<file path="src/hdl/dpsp_pkg.sv">
package dpsp_pkg;

  localparam int SampleW = 12;
  localparam int FiltW   = 20;
  localparam int TravW   = 16;
  localparam int TimeW   = 32;
  localparam int WeightW = 16;
  localparam int CfgW    = 16;
  localparam int DivSteps = 16;
  localparam int DivCntW  = $clog2(DivSteps);

  // Window limits in ADC counts and throttle hysteresis in Q0.16.
  localparam logic [SampleW-1:0] WINDOW_A_LOW  = 12'd200;
  localparam logic [SampleW-1:0] WINDOW_A_HIGH = 12'd3900;
  localparam logic [SampleW-1:0] WINDOW_B_LOW  = 12'd200;
  localparam logic [SampleW-1:0] WINDOW_B_HIGH = 12'd3900;
  localparam logic [TravW-1:0]   THROTTLE_ON   = 16'd16384;
  localparam logic [TravW-1:0]   THROTTLE_OFF  = 16'd3277;

  localparam logic [15:0] RST_FILTER_WEIGHT  = 16'd16384;
  localparam logic [11:0] RST_SENSOR1_ZERO   = 12'd400;
  localparam logic [11:0] RST_SENSOR1_FULL   = 12'd3700;
  localparam logic [11:0] RST_SENSOR2_ZERO   = 12'd400;
  localparam logic [11:0] RST_SENSOR2_FULL   = 12'd3700;
  localparam logic [15:0] RST_FAULT_HOLD_MS  = 16'd100;
  localparam logic [15:0] RST_DISAGREE_LIMIT = 16'd6554;
  localparam logic [11:0] RST_BRAKE_LIMIT    = 12'd100;

  typedef enum logic [2:0] {
    REG_FILTER_WEIGHT,
    REG_SENSOR1_ZERO,
    REG_SENSOR1_FULL,
    REG_SENSOR2_ZERO,
    REG_SENSOR2_FULL,
    REG_FAULT_HOLD_MS,
    REG_DISAGREE_LIMIT,
    REG_BRAKE_LIMIT
  } reg_index_t;

  typedef struct packed {
    logic [15:0] filter_weight;
    logic [11:0] sensor1_zero;
    logic [11:0] sensor1_full;
    logic [11:0] sensor2_zero;
    logic [11:0] sensor2_full;
    logic [15:0] fault_hold_ms;
    logic [15:0] disagree_limit;
    logic [11:0] brake_limit;
  } cfg_t;

  typedef enum logic [3:0] {
    S_IDLE,
    S_MUL_A,
    S_UPD_A,
    S_MUL_B,
    S_UPD_B,
    S_PREP_A,
    S_DIV_A,
    S_PREP_B,
    S_DIV_B,
    S_FIN
  } state_t;

  typedef struct packed {
    logic load;
    logic mul;
    logic upd;
    logic prep;
    logic div_step;
    logic fin;
    logic sel;
  } dp_cmd_t;

  typedef struct packed {
    logic early;
    logic div_last;
    logic out_busy;
  } dp_stat_t;

endpackage

</file>
<file path="src/hdl/dpsp_regs.sv">
module dpsp_regs (
  input  logic                       clk,
  input  logic                       rst,
  input  logic                       wr,
  input  logic [2:0]                 index,
  input  logic [dpsp_pkg::CfgW-1:0]  data,
  output dpsp_pkg::cfg_t             cfg
);
  import dpsp_pkg::*;

  always_ff @(posedge clk) begin
    if (rst) begin
      cfg.filter_weight  <= RST_FILTER_WEIGHT;
      cfg.sensor1_zero   <= RST_SENSOR1_ZERO;
      cfg.sensor1_full   <= RST_SENSOR1_FULL;
      cfg.sensor2_zero   <= RST_SENSOR2_ZERO;
      cfg.sensor2_full   <= RST_SENSOR2_FULL;
      cfg.fault_hold_ms  <= RST_FAULT_HOLD_MS;
      cfg.disagree_limit <= RST_DISAGREE_LIMIT;
      cfg.brake_limit    <= RST_BRAKE_LIMIT;
    end else if (wr) begin
      case (reg_index_t'(index))
        REG_FILTER_WEIGHT:  cfg.filter_weight  <= data;
        REG_SENSOR1_ZERO:   cfg.sensor1_zero   <= data[11:0];
        REG_SENSOR1_FULL:   cfg.sensor1_full   <= data[11:0];
        REG_SENSOR2_ZERO:   cfg.sensor2_zero   <= data[11:0];
        REG_SENSOR2_FULL:   cfg.sensor2_full   <= data[11:0];
        REG_FAULT_HOLD_MS:  cfg.fault_hold_ms  <= data;
        REG_DISAGREE_LIMIT: cfg.disagree_limit <= data;
        REG_BRAKE_LIMIT:    cfg.brake_limit    <= data[11:0];
        default: ;
      endcase
    end
  end

endmodule

</file>
<file path="src/hdl/dpsp_datapath.sv">
module dpsp_datapath (
  input  logic                          clk,
  input  logic                          rst,
  input  dpsp_pkg::cfg_t                cfg,
  input  dpsp_pkg::dp_cmd_t             cmd,
  output dpsp_pkg::dp_stat_t            stat,
  input  logic [dpsp_pkg::SampleW-1:0]  pedal_sample_a,
  input  logic [dpsp_pkg::SampleW-1:0]  pedal_sample_b,
  input  logic [dpsp_pkg::SampleW-1:0]  brake_front,
  input  logic [dpsp_pkg::SampleW-1:0]  brake_rear,
  input  logic [dpsp_pkg::TimeW-1:0]    now_ms,
  input  logic                          result_stall,
  output logic                          result_valid,
  output logic [dpsp_pkg::TravW-1:0]    throttle,
  output logic [dpsp_pkg::TravW-1:0]    travel_a,
  output logic [dpsp_pkg::TravW-1:0]    travel_b,
  output logic                          pedal_fault,
  output logic                          brake_plausibility_fault
);
  import dpsp_pkg::*;

  localparam int ProdW = FiltW + WeightW;
  localparam int RemW  = FiltW + 8;

  // Captured request.
  logic [SampleW-1:0] smp_a, smp_b, brk_f, brk_r;
  logic [TimeW-1:0]   now_r;

  // Item-to-item state.
  logic [FiltW-1:0] filt_a, filt_b;
  logic [TimeW-1:0] last_healthy;
  logic             latch;

  // Work registers.
  logic [ProdW-1:0]   prod;
  logic               prod_neg;
  logic [TravW-1:0]   trav_a, trav_b;
  logic [RemW-1:0]    rem;
  logic [RemW-2:0]    dsh;
  logic [TravW-1:0]   quo;
  logic [DivCntW-1:0] cnt;

  // Operand selection for the shared multiplier and divider.
  logic [FiltW-1:0]   f_sel;
  logic [SampleW-1:0] s_sel;
  logic [SampleW-1:0] zero_sel, full_sel;

  logic signed [FiltW:0] diff;
  logic [FiltW-1:0]      mag;
  logic [FiltW-1:0]      dmag;
  logic [FiltW-1:0]      f_new;

  logic signed [FiltW+1:0] num, n;
  logic signed [SampleW:0] span;
  logic [SampleW-1:0]      dv;
  logic                    n_pos;
  logic [TravW-1:0]        early_val;

  logic              ge;
  logic [TravW-1:0]  quo_final;

  logic [TravW:0]     sum;
  logic [TravW-1:0]   thr, dif;
  logic               oow_a, oow_b, oow;
  logic [TimeW-1:0]   elapsed;
  logic               fault;
  logic [SampleW-1:0] brake;
  logic               latch_next;

  always_comb begin
    f_sel    = cmd.sel ? filt_b : filt_a;
    s_sel    = cmd.sel ? smp_b : smp_a;
    zero_sel = cmd.sel ? cfg.sensor2_zero : cfg.sensor1_zero;
    full_sel = cmd.sel ? cfg.sensor2_full : cfg.sensor1_full;

    // Low-pass: f + floor((x8 - f) * w / 65536), rounding toward minus infinity.
    diff = $signed({1'b0, s_sel, 8'b0}) - $signed({1'b0, f_sel});
    mag  = diff[FiltW] ? FiltW'(-diff) : diff[FiltW-1:0];
    dmag = prod_neg ? FiltW'((ProdW'(prod) + ProdW'(16'hFFFF)) >> 16)
                    : prod[ProdW-1:16];
    f_new = prod_neg ? f_sel - dmag : f_sel + dmag;

    // Linear map; an inverted sensor negates both numerator and span.
    num  = $signed({2'b0, f_sel}) - $signed({2'b0, zero_sel, 8'b0});
    span = $signed({1'b0, full_sel}) - $signed({1'b0, zero_sel});
    n    = span[SampleW] ? -num : num;
    dv   = span[SampleW] ? SampleW'(-span) : span[SampleW-1:0];
    n_pos = !n[FiltW+1] && (n != '0);
    // Travel is settled without dividing when it is zero or saturates.
    stat.early = !n_pos || (dv == '0) || (n[FiltW-1:0] >= {dv, 8'b0});
    early_val  = n_pos ? {TravW{1'b1}} : '0;

    ge        = rem >= {1'b0, dsh};
    quo_final = {quo[TravW-2:0], ge};
    stat.div_last = (cnt == DivCntW'(DivSteps - 1));
    stat.out_busy = result_valid && result_stall;

    sum = {1'b0, trav_a} + {1'b0, trav_b};
    thr = sum[TravW:1];
    dif = (trav_a > trav_b) ? trav_a - trav_b : trav_b - trav_a;
    oow_a = (filt_a < {WINDOW_A_LOW, 8'b0}) || (filt_a > {WINDOW_A_HIGH, 8'b0});
    oow_b = (filt_b < {WINDOW_B_LOW, 8'b0}) || (filt_b > {WINDOW_B_HIGH, 8'b0});
    oow   = oow_a || oow_b;
    elapsed = now_r - last_healthy;
    fault = (oow && (elapsed > {16'b0, cfg.fault_hold_ms})) || (dif > cfg.disagree_limit);
    brake = (brk_r > brk_f) ? brk_r : brk_f;
    if (thr > THROTTLE_ON && brake > cfg.brake_limit) begin
      latch_next = 1'b1;
    end else if (thr < THROTTLE_OFF) begin
      latch_next = 1'b0;
    end else begin
      latch_next = latch;
    end
  end

  always_ff @(posedge clk) begin
    if (cmd.load) begin
      smp_a <= pedal_sample_a;
      smp_b <= pedal_sample_b;
      brk_f <= brake_front;
      brk_r <= brake_rear;
      now_r <= now_ms;
    end
    if (cmd.mul) begin
      prod     <= {{WeightW{1'b0}}, mag} * {{FiltW{1'b0}}, cfg.filter_weight};
      prod_neg <= diff[FiltW];
    end
    if (cmd.prep) begin
      if (stat.early) begin
        if (cmd.sel) begin
          trav_b <= early_val;
        end else begin
          trav_a <= early_val;
        end
      end
      rem <= {n[FiltW-1:0], 8'b0};
      dsh <= {dv, {(RemW-1-SampleW){1'b0}}};
      cnt <= '0;
    end
    if (cmd.div_step) begin
      rem <= ge ? rem - {1'b0, dsh} : rem;
      dsh <= dsh >> 1;
      quo <= quo_final;
      cnt <= cnt + 1'b1;
      if (stat.div_last) begin
        if (cmd.sel) begin
          trav_b <= quo_final;
        end else begin
          trav_a <= quo_final;
        end
      end
    end
    if (cmd.fin) begin
      throttle                 <= thr;
      travel_a                 <= trav_a;
      travel_b                 <= trav_b;
      pedal_fault              <= fault;
      brake_plausibility_fault <= latch_next;
    end
  end

  always_ff @(posedge clk) begin
    if (rst) begin
      filt_a       <= '0;
      filt_b       <= '0;
      last_healthy <= '0;
      latch        <= 1'b0;
      result_valid <= 1'b0;
    end else begin
      if (cmd.upd) begin
        if (cmd.sel) begin
          filt_b <= f_new;
        end else begin
          filt_a <= f_new;
        end
      end
      if (cmd.fin) begin
        latch <= latch_next;
        if (!oow) begin
          last_healthy <= now_r;
        end
        result_valid <= 1'b1;
      end else if (!result_stall) begin
        result_valid <= 1'b0;
      end
    end
  end

  a_fin_shows_result: assert property (@(posedge clk) disable iff (rst)
    cmd.fin |=> result_valid)
    else $error("result not shown after finish");

  a_low_throttle_no_latch: assert property (@(posedge clk) disable iff (rst)
    (result_valid && throttle < THROTTLE_OFF) |-> !brake_plausibility_fault)
    else $error("brake fault held at low throttle");

  a_throttle_is_mean: assert property (@(posedge clk) disable iff (rst)
    result_valid |-> (throttle <= travel_a || throttle <= travel_b))
    else $error("throttle above both travels");

endmodule

</file>
<file path="src/hdl/dpsp_ctrl.sv">
module dpsp_ctrl (
  input  logic               clk,
  input  logic               rst,
  input  logic               sample_valid,
  output logic               sample_stall,
  input  dpsp_pkg::dp_stat_t stat,
  output dpsp_pkg::dp_cmd_t  cmd
);
  import dpsp_pkg::*;

  state_t state, state_next;

  always_ff @(posedge clk) begin
    if (rst) begin
      state <= S_IDLE;
    end else begin
      state <= state_next;
    end
  end

  always_comb begin
    state_next   = state;
    cmd          = '0;
    sample_stall = (state != S_IDLE);
    case (state)
      S_IDLE: begin
        if (sample_valid) begin
          cmd.load   = 1'b1;
          state_next = S_MUL_A;
        end
      end
      S_MUL_A: begin
        cmd.mul    = 1'b1;
        state_next = S_UPD_A;
      end
      S_UPD_A: begin
        cmd.upd    = 1'b1;
        state_next = S_MUL_B;
      end
      S_MUL_B: begin
        cmd.mul    = 1'b1;
        cmd.sel    = 1'b1;
        state_next = S_UPD_B;
      end
      S_UPD_B: begin
        cmd.upd    = 1'b1;
        cmd.sel    = 1'b1;
        state_next = S_PREP_A;
      end
      S_PREP_A: begin
        cmd.prep   = 1'b1;
        state_next = stat.early ? S_PREP_B : S_DIV_A;
      end
      S_DIV_A: begin
        cmd.div_step = 1'b1;
        if (stat.div_last) begin
          state_next = S_PREP_B;
        end
      end
      S_PREP_B: begin
        cmd.prep   = 1'b1;
        cmd.sel    = 1'b1;
        state_next = stat.early ? S_FIN : S_DIV_B;
      end
      S_DIV_B: begin
        cmd.div_step = 1'b1;
        cmd.sel      = 1'b1;
        if (stat.div_last) begin
          state_next = S_FIN;
        end
      end
      S_FIN: begin
        // Wait while the previous result is still held by the receiver.
        if (!stat.out_busy) begin
          cmd.fin    = 1'b1;
          state_next = S_IDLE;
        end
      end
      default: state_next = S_IDLE;
    endcase
  end

endmodule

</file>
<file path="src/hdl/dual_pedal_sensor_plausibility.sv">
// Dual pedal sensor plausibility checker.
// Input channel: sample_valid/sample_stall carry two pedal ADC samples, two
// brake pressures and a millisecond timestamp. A request is taken when
// sample_valid is high and sample_stall is low.
// Output channel: result_valid/result_stall carry throttle, both travels,
// pedal_fault and brake_plausibility_fault; one result per request.
// Configuration: cfg_valid/cfg_ready with cfg_index and cfg_data; cfg_ready
// is always high. Write only while no request is in flight.
// A sensor whose travel is not settled early adds a division before the
// result. One request is worked on at a time; the next is taken in the
// cycle after the previous result is loaded. Work is serialised by the
// single restoring divider, one quotient bit per cycle, shared by both
// sensors, and the shared filter multiplier.
// A finished result waits in the output register; a new request is taken
// meanwhile, and its own result waits at the end while result_stall holds.
// Reset clears filter state, timestamp, brake latch and loads register
// defaults; no result is pending after reset.
module dual_pedal_sensor_plausibility (
  input  logic                          clk,
  input  logic                          rst,
  input  logic                          sample_valid,
  output logic                          sample_stall,
  input  logic [dpsp_pkg::SampleW-1:0]  pedal_sample_a,
  input  logic [dpsp_pkg::SampleW-1:0]  pedal_sample_b,
  input  logic [dpsp_pkg::SampleW-1:0]  brake_front,
  input  logic [dpsp_pkg::SampleW-1:0]  brake_rear,
  input  logic [dpsp_pkg::TimeW-1:0]    now_ms,
  output logic                          result_valid,
  input  logic                          result_stall,
  output logic [dpsp_pkg::TravW-1:0]    throttle,
  output logic [dpsp_pkg::TravW-1:0]    travel_a,
  output logic [dpsp_pkg::TravW-1:0]    travel_b,
  output logic                          pedal_fault,
  output logic                          brake_plausibility_fault,
  input  logic                          cfg_valid,
  output logic                          cfg_ready,
  input  logic [2:0]                    cfg_index,
  input  logic [dpsp_pkg::CfgW-1:0]     cfg_data
);
  import dpsp_pkg::*;

  cfg_t     cfg;
  dp_cmd_t  cmd;
  dp_stat_t stat;

  assign cfg_ready = 1'b1;

  dpsp_regs u_regs (
    .clk   (clk),
    .rst   (rst),
    .wr    (cfg_valid && cfg_ready),
    .index (cfg_index),
    .data  (cfg_data),
    .cfg   (cfg)
  );

  dpsp_ctrl u_ctrl (
    .clk          (clk),
    .rst          (rst),
    .sample_valid (sample_valid),
    .sample_stall (sample_stall),
    .stat         (stat),
    .cmd          (cmd)
  );

  dpsp_datapath u_dp (
    .clk                      (clk),
    .rst                      (rst),
    .cfg                      (cfg),
    .cmd                      (cmd),
    .stat                     (stat),
    .pedal_sample_a           (pedal_sample_a),
    .pedal_sample_b           (pedal_sample_b),
    .brake_front              (brake_front),
    .brake_rear               (brake_rear),
    .now_ms                   (now_ms),
    .result_stall             (result_stall),
    .result_valid             (result_valid),
    .throttle                 (throttle),
    .travel_a                 (travel_a),
    .travel_b                 (travel_b),
    .pedal_fault              (pedal_fault),
    .brake_plausibility_fault (brake_plausibility_fault)
  );

endmodule
</file>
<file path="config.mk">
export PLATFORM = sky130hd
export DESIGN_NAME = dual_pedal_sensor_plausibility
export DESIGN_NICKNAME = d
export VERILOG_FILES = /design/src/hdl/dpsp_pkg.sv /design/src/hdl/dpsp_regs.sv /design/src/hdl/dpsp_datapath.sv /design/src/hdl/dpsp_ctrl.sv /design/src/hdl/dual_pedal_sensor_plausibility.sv
export SDC_FILE = /design/constraint.sdc
export NUM_CORES = 2
export LEC_CHECK = 0
export ABC_AREA = 1
export BUFFER_PORTS_ARGS = -buffer_cell sky130_fd_sc_hd__buf_4
export CAP_MARGIN = 30
export CORE_ASPECT_RATIO = 1.1
export CORE_MARGIN = 2
export CORE_UTILIZATION = 64
export DETAILED_ROUTE_END_ITERATION = 12
export GPL_TIMING_DRIVEN = 0
export MAX_ROUTING_LAYER = met4
export PLACE_DENSITY = 0.89
export SETUP_SLACK_MARGIN = 0.02
export SYNTH_ARGS = -nofsm -noshare
export SYNTH_HDL_FRONTEND = slang
export SYNTH_SLANG_ARGS = --single-unit
</file>
<file path="constraint.sdc">
create_clock -name clk -period 10.4 [get_ports clk]
set_clock_uncertainty 0.2 [all_clocks]
set_input_delay 1.56 -clock clk [delete_from_list [all_inputs] [get_ports clk]]
set_output_delay 1.56 -clock clk [all_outputs]
set_load 0.02 [all_outputs]
</file>
==> run_results.csv <==
group,metric,value,unit
placed_design,hpwlAfterDp,86.9,mm
clocking,insertion_delay,0.64,ns
logic_synthesis,yosysTopAreaCellShare,18.8,%
cells_and_area,area_growth,11.7,%
sta,drv_slew,0,
setup_path,cp_slowest_stage_delay,0.56,ns
clocking,htreeDepth,2,
die,core-area,0.0595,mm^2
global_routing,grt_start_max_net_pins,51,
die,die_h,261,um
setup_path,cp_num_buf_inv,12,
drt,drc,0,
global_routing,overflow,0,
drt,wl_per_cell,19.0,um
clocking,cts.sinks,459,
placed_design,portBuffers,150,
sta,tightest_slew,0.922,ns
clocking,root_buffer,"clkbuf_16",
power_and_ir_drop,combPwrFrac,65.3,%
logic_synthesis,syn_avg_cell_area,7.97,um^2
logic_synthesis,ys_warn_count,0,
power_and_ir_drop,p_per_area,293,mW/mm^2
logic_synthesis,yosysSeqAreaShare,30.2,%
cells_and_area,final_cell_mix,"915 x nand2_1, 826 x inv_1, 445 x nor2_1",
placed_design,routabilityCongestion,1.03,
sta,slew_headroom,38.5,%
cells_and_area,post-route-util,72.0,%
power_and_ir_drop,ir_drop,0.000742,V
logic_synthesis,synth_fp_nets,5513,
die,design.portCount,157,
power_and_ir_drop,switchingPower,6300,uW
global_routing,grt_pass1_wl,173,mm
outcome,outcome,"finished clean",
global_routing,antenna_found_initial,2,
drt,vias,33845,
global_routing,grt_pass1_vias,33419,
clocking,cts_tree,"done",
logic_synthesis,ys.flop_type,"edfxtp_1",
logic_synthesis,synth_cell_type_count,63,
hold_path,hp-class,"flip-flop to flip-flop",
sta,hold_viol,0,
die,start_util,64.4,%
setup_path,critPathLaunchType,"flip-flop",
logic_synthesis,synthTopCellsByArea,"edfxtp_1 19%, fa_1 13%, dfxtp_1 11%, ha_1 11%, nand2_1 9.1%",
power_and_ir_drop,leakagePower,0.0205,uW
sta,period_minus_slack,9.97,ns
cells_and_area,fill_cells,4535,
clocking,clockBufferDepth,3,
setup_path,cpMaxStageDelayCell,"fa_1",
power_and_ir_drop,p_int,6230,uW
cells_and_area,fin_nets,5740,
power_and_ir_drop,netSwitchingFraction,50.3,%
setup_path,worst-setup-path-type,"flip-flop to flip-flop",
cells_and_area,final_common_cell,"nand2_1",
logic_synthesis,synth_edf_count,240,
die,dieWidth,237,um
drt,via_per_inst,5.78,
logic_synthesis,syn_area,0.0384,mm^2
power_and_ir_drop,p_seq_share,19.3,%
sta,fin_crit_sh,95.9,%
sta,fmax,0.100,GHz
sta,setup_violations,0,
logic_synthesis,synth-async-reset-ratio,0,%
setup_path,crit_required,10.56,ns
power_and_ir_drop,p_clk_share,15.4,%
drt,postRouteAntennaNets,0,
logic_synthesis,synthCells,4815,
die,rows,94,
sta,finalSetupTns,0,ns
drt,drt-pass1-iter-count,7,
logic_synthesis,ys_seq_elements,459,
job,maxCapViolations,0,
clocking,clk_pin_slew,0.07,ns
logic_synthesis,yosys.area.top_type,"edfxtp_1",
cells_and_area,drive_above_1_share,8.65,%
setup_path,critPathTopFamily,"adder cells",
setup_path,cp_max_fo,10,
global_routing,grt_usage,36.8,%
drt,drtIter0Drc,3191,
setup_path,arrival,10.13,ns
clocking,cts_buffers,50,
setup_path,setup.worst_path.end_class,"flip-flop",
drt,routed_wl,111,mm
die,die_area,0.0619,mm^2
## state kept, by name (all words and copies together) (netlist names), 20 cells and up
name / count
u_regs.cfg: 108
u_dp.prod: 36
u_dp.last_healthy: 32
u_dp.now_r: 32
u_dp.rem: 28
u_dp.dsh: 27
u_dp.filt_a: 20
u_dp.filt_b: 20
## logic make-up after synthesis
| group | count (synthesis) | share of synthesized area [%] |
|---|---|---|
| buffers and inverters | 1005 | 10.0 |
| other | 1 | 0.00978 |
| multiplexers | 17 | 0.444 |
| flip-flops | 459 | 30.2 |
| XOR/XNOR | 180 | 4.13 |
| AND/OR/NAND/NOR | 1715 | 18.5 |
| AO/OA/AOI/OAI | 844 | 12.3 |
| adder cells (fa/ha/maj) | 594 | 24.4 |
## what timing repair did
item                       CTS  global route
setup endpoints to repair   20            16
pin swaps                    3             6
hold buffers                 0             0
gates resized for setup     42            67
buffers inserted             5            13
## worst paths after layout
check	from	slack [ns]	depth (start not counted)	endpoint
hold reg to reg	u_regs.cfg[84]$_SDFFE_PP1P_	0.26	2	u_regs.cfg[84]$_SDFFE_PP1P_
hold / removal	u_regs.cfg[84]$_SDFFE_PP1P_	0.26	2	u_regs.cfg[84]$_SDFFE_PP1P_
setup reg to reg	u_ctrl.state[2]$_SDFFE_PP0P_	0.43	45	u_dp.prod[32]$_DFFE_PP_
setup / recovery	u_ctrl.state[2]$_SDFFE_PP0P_	0.43	45	u_dp.prod[32]$_DFFE_PP_
## power by group through the flow
stage	combinational, uW	sequential [uW]	clock, uW
6_report	8180	2410	1940
3_5_place_dp	7810	2440	0
2_1_floorplan	5670	2370	0
5_1_grt	9120	2430	2010
4_1_cts	7950	2400	1950
3_3_place_gp	7620	2440	0
## cell type report
class | instances | area, um^2 | area share, %
timing repair buffer | 175 | 1400 | 3.27
multi-input combinational | 3351 | 23100 | 54.0
tap | 768 | 961 | 2.24
clock buffer | 65 | 1390 | 3.24
clock inverter | 29 | 398 | 0.929
sequential | 459 | 11600 | 27.1
inverter | 865 | 3260 | 7.62
antenna | 2 | 5.00 | 0.0117
buffer | 140 | 673 | 1.57
## tightest hold or removal path: cells and delay by family (launching register included)
| kind | cells | cell delay (ns) |
|---|---|---|
| flip-flops | 1 | 0.33 |
| AND/OR/NAND/NOR | 2 | 0.10 |
## routing by layer
layer	global-route usage (%)	vias to the layer above	part of all wire, %
li1	-	15914	-
met1	42.9	15983	38
met2	60.6	1521	48
met3	5.83	427	8.0
met4	21.4	0	6.7
met5	-	-	0
## cell usage after synthesis (40+ instances only)
master,count
o21ai_0,298
inv_1,829
edfxtp_1,240
nand2_1,930
nor2_1,450
dfxtp_1,219
a21oi_1,376
xnor2_1,42
fa_1,257
ha_1,337
xor2_1,137
nand4_1,40
clkbuf_1,107
nand3_1,171
## metrics by stage
step                      instance area [um^2]  hold WS, ns  instances  worst slack, ns  power (uW)
after floorplan                          38400        0.225       4815             1.02        8040
after global placement                   40400        0.237       5733            -1.56       10100
after detailed placement                 40600        0.242       5740            -1.60       10200
after CTS                                42500        0.258       5839           0.0699       12300
after global routing                     42800        0.281       5854          -0.0399       13600
final                                    42800        0.259       5854            0.430       12500
No activity file was read; power rests on OpenSTA's default activity.
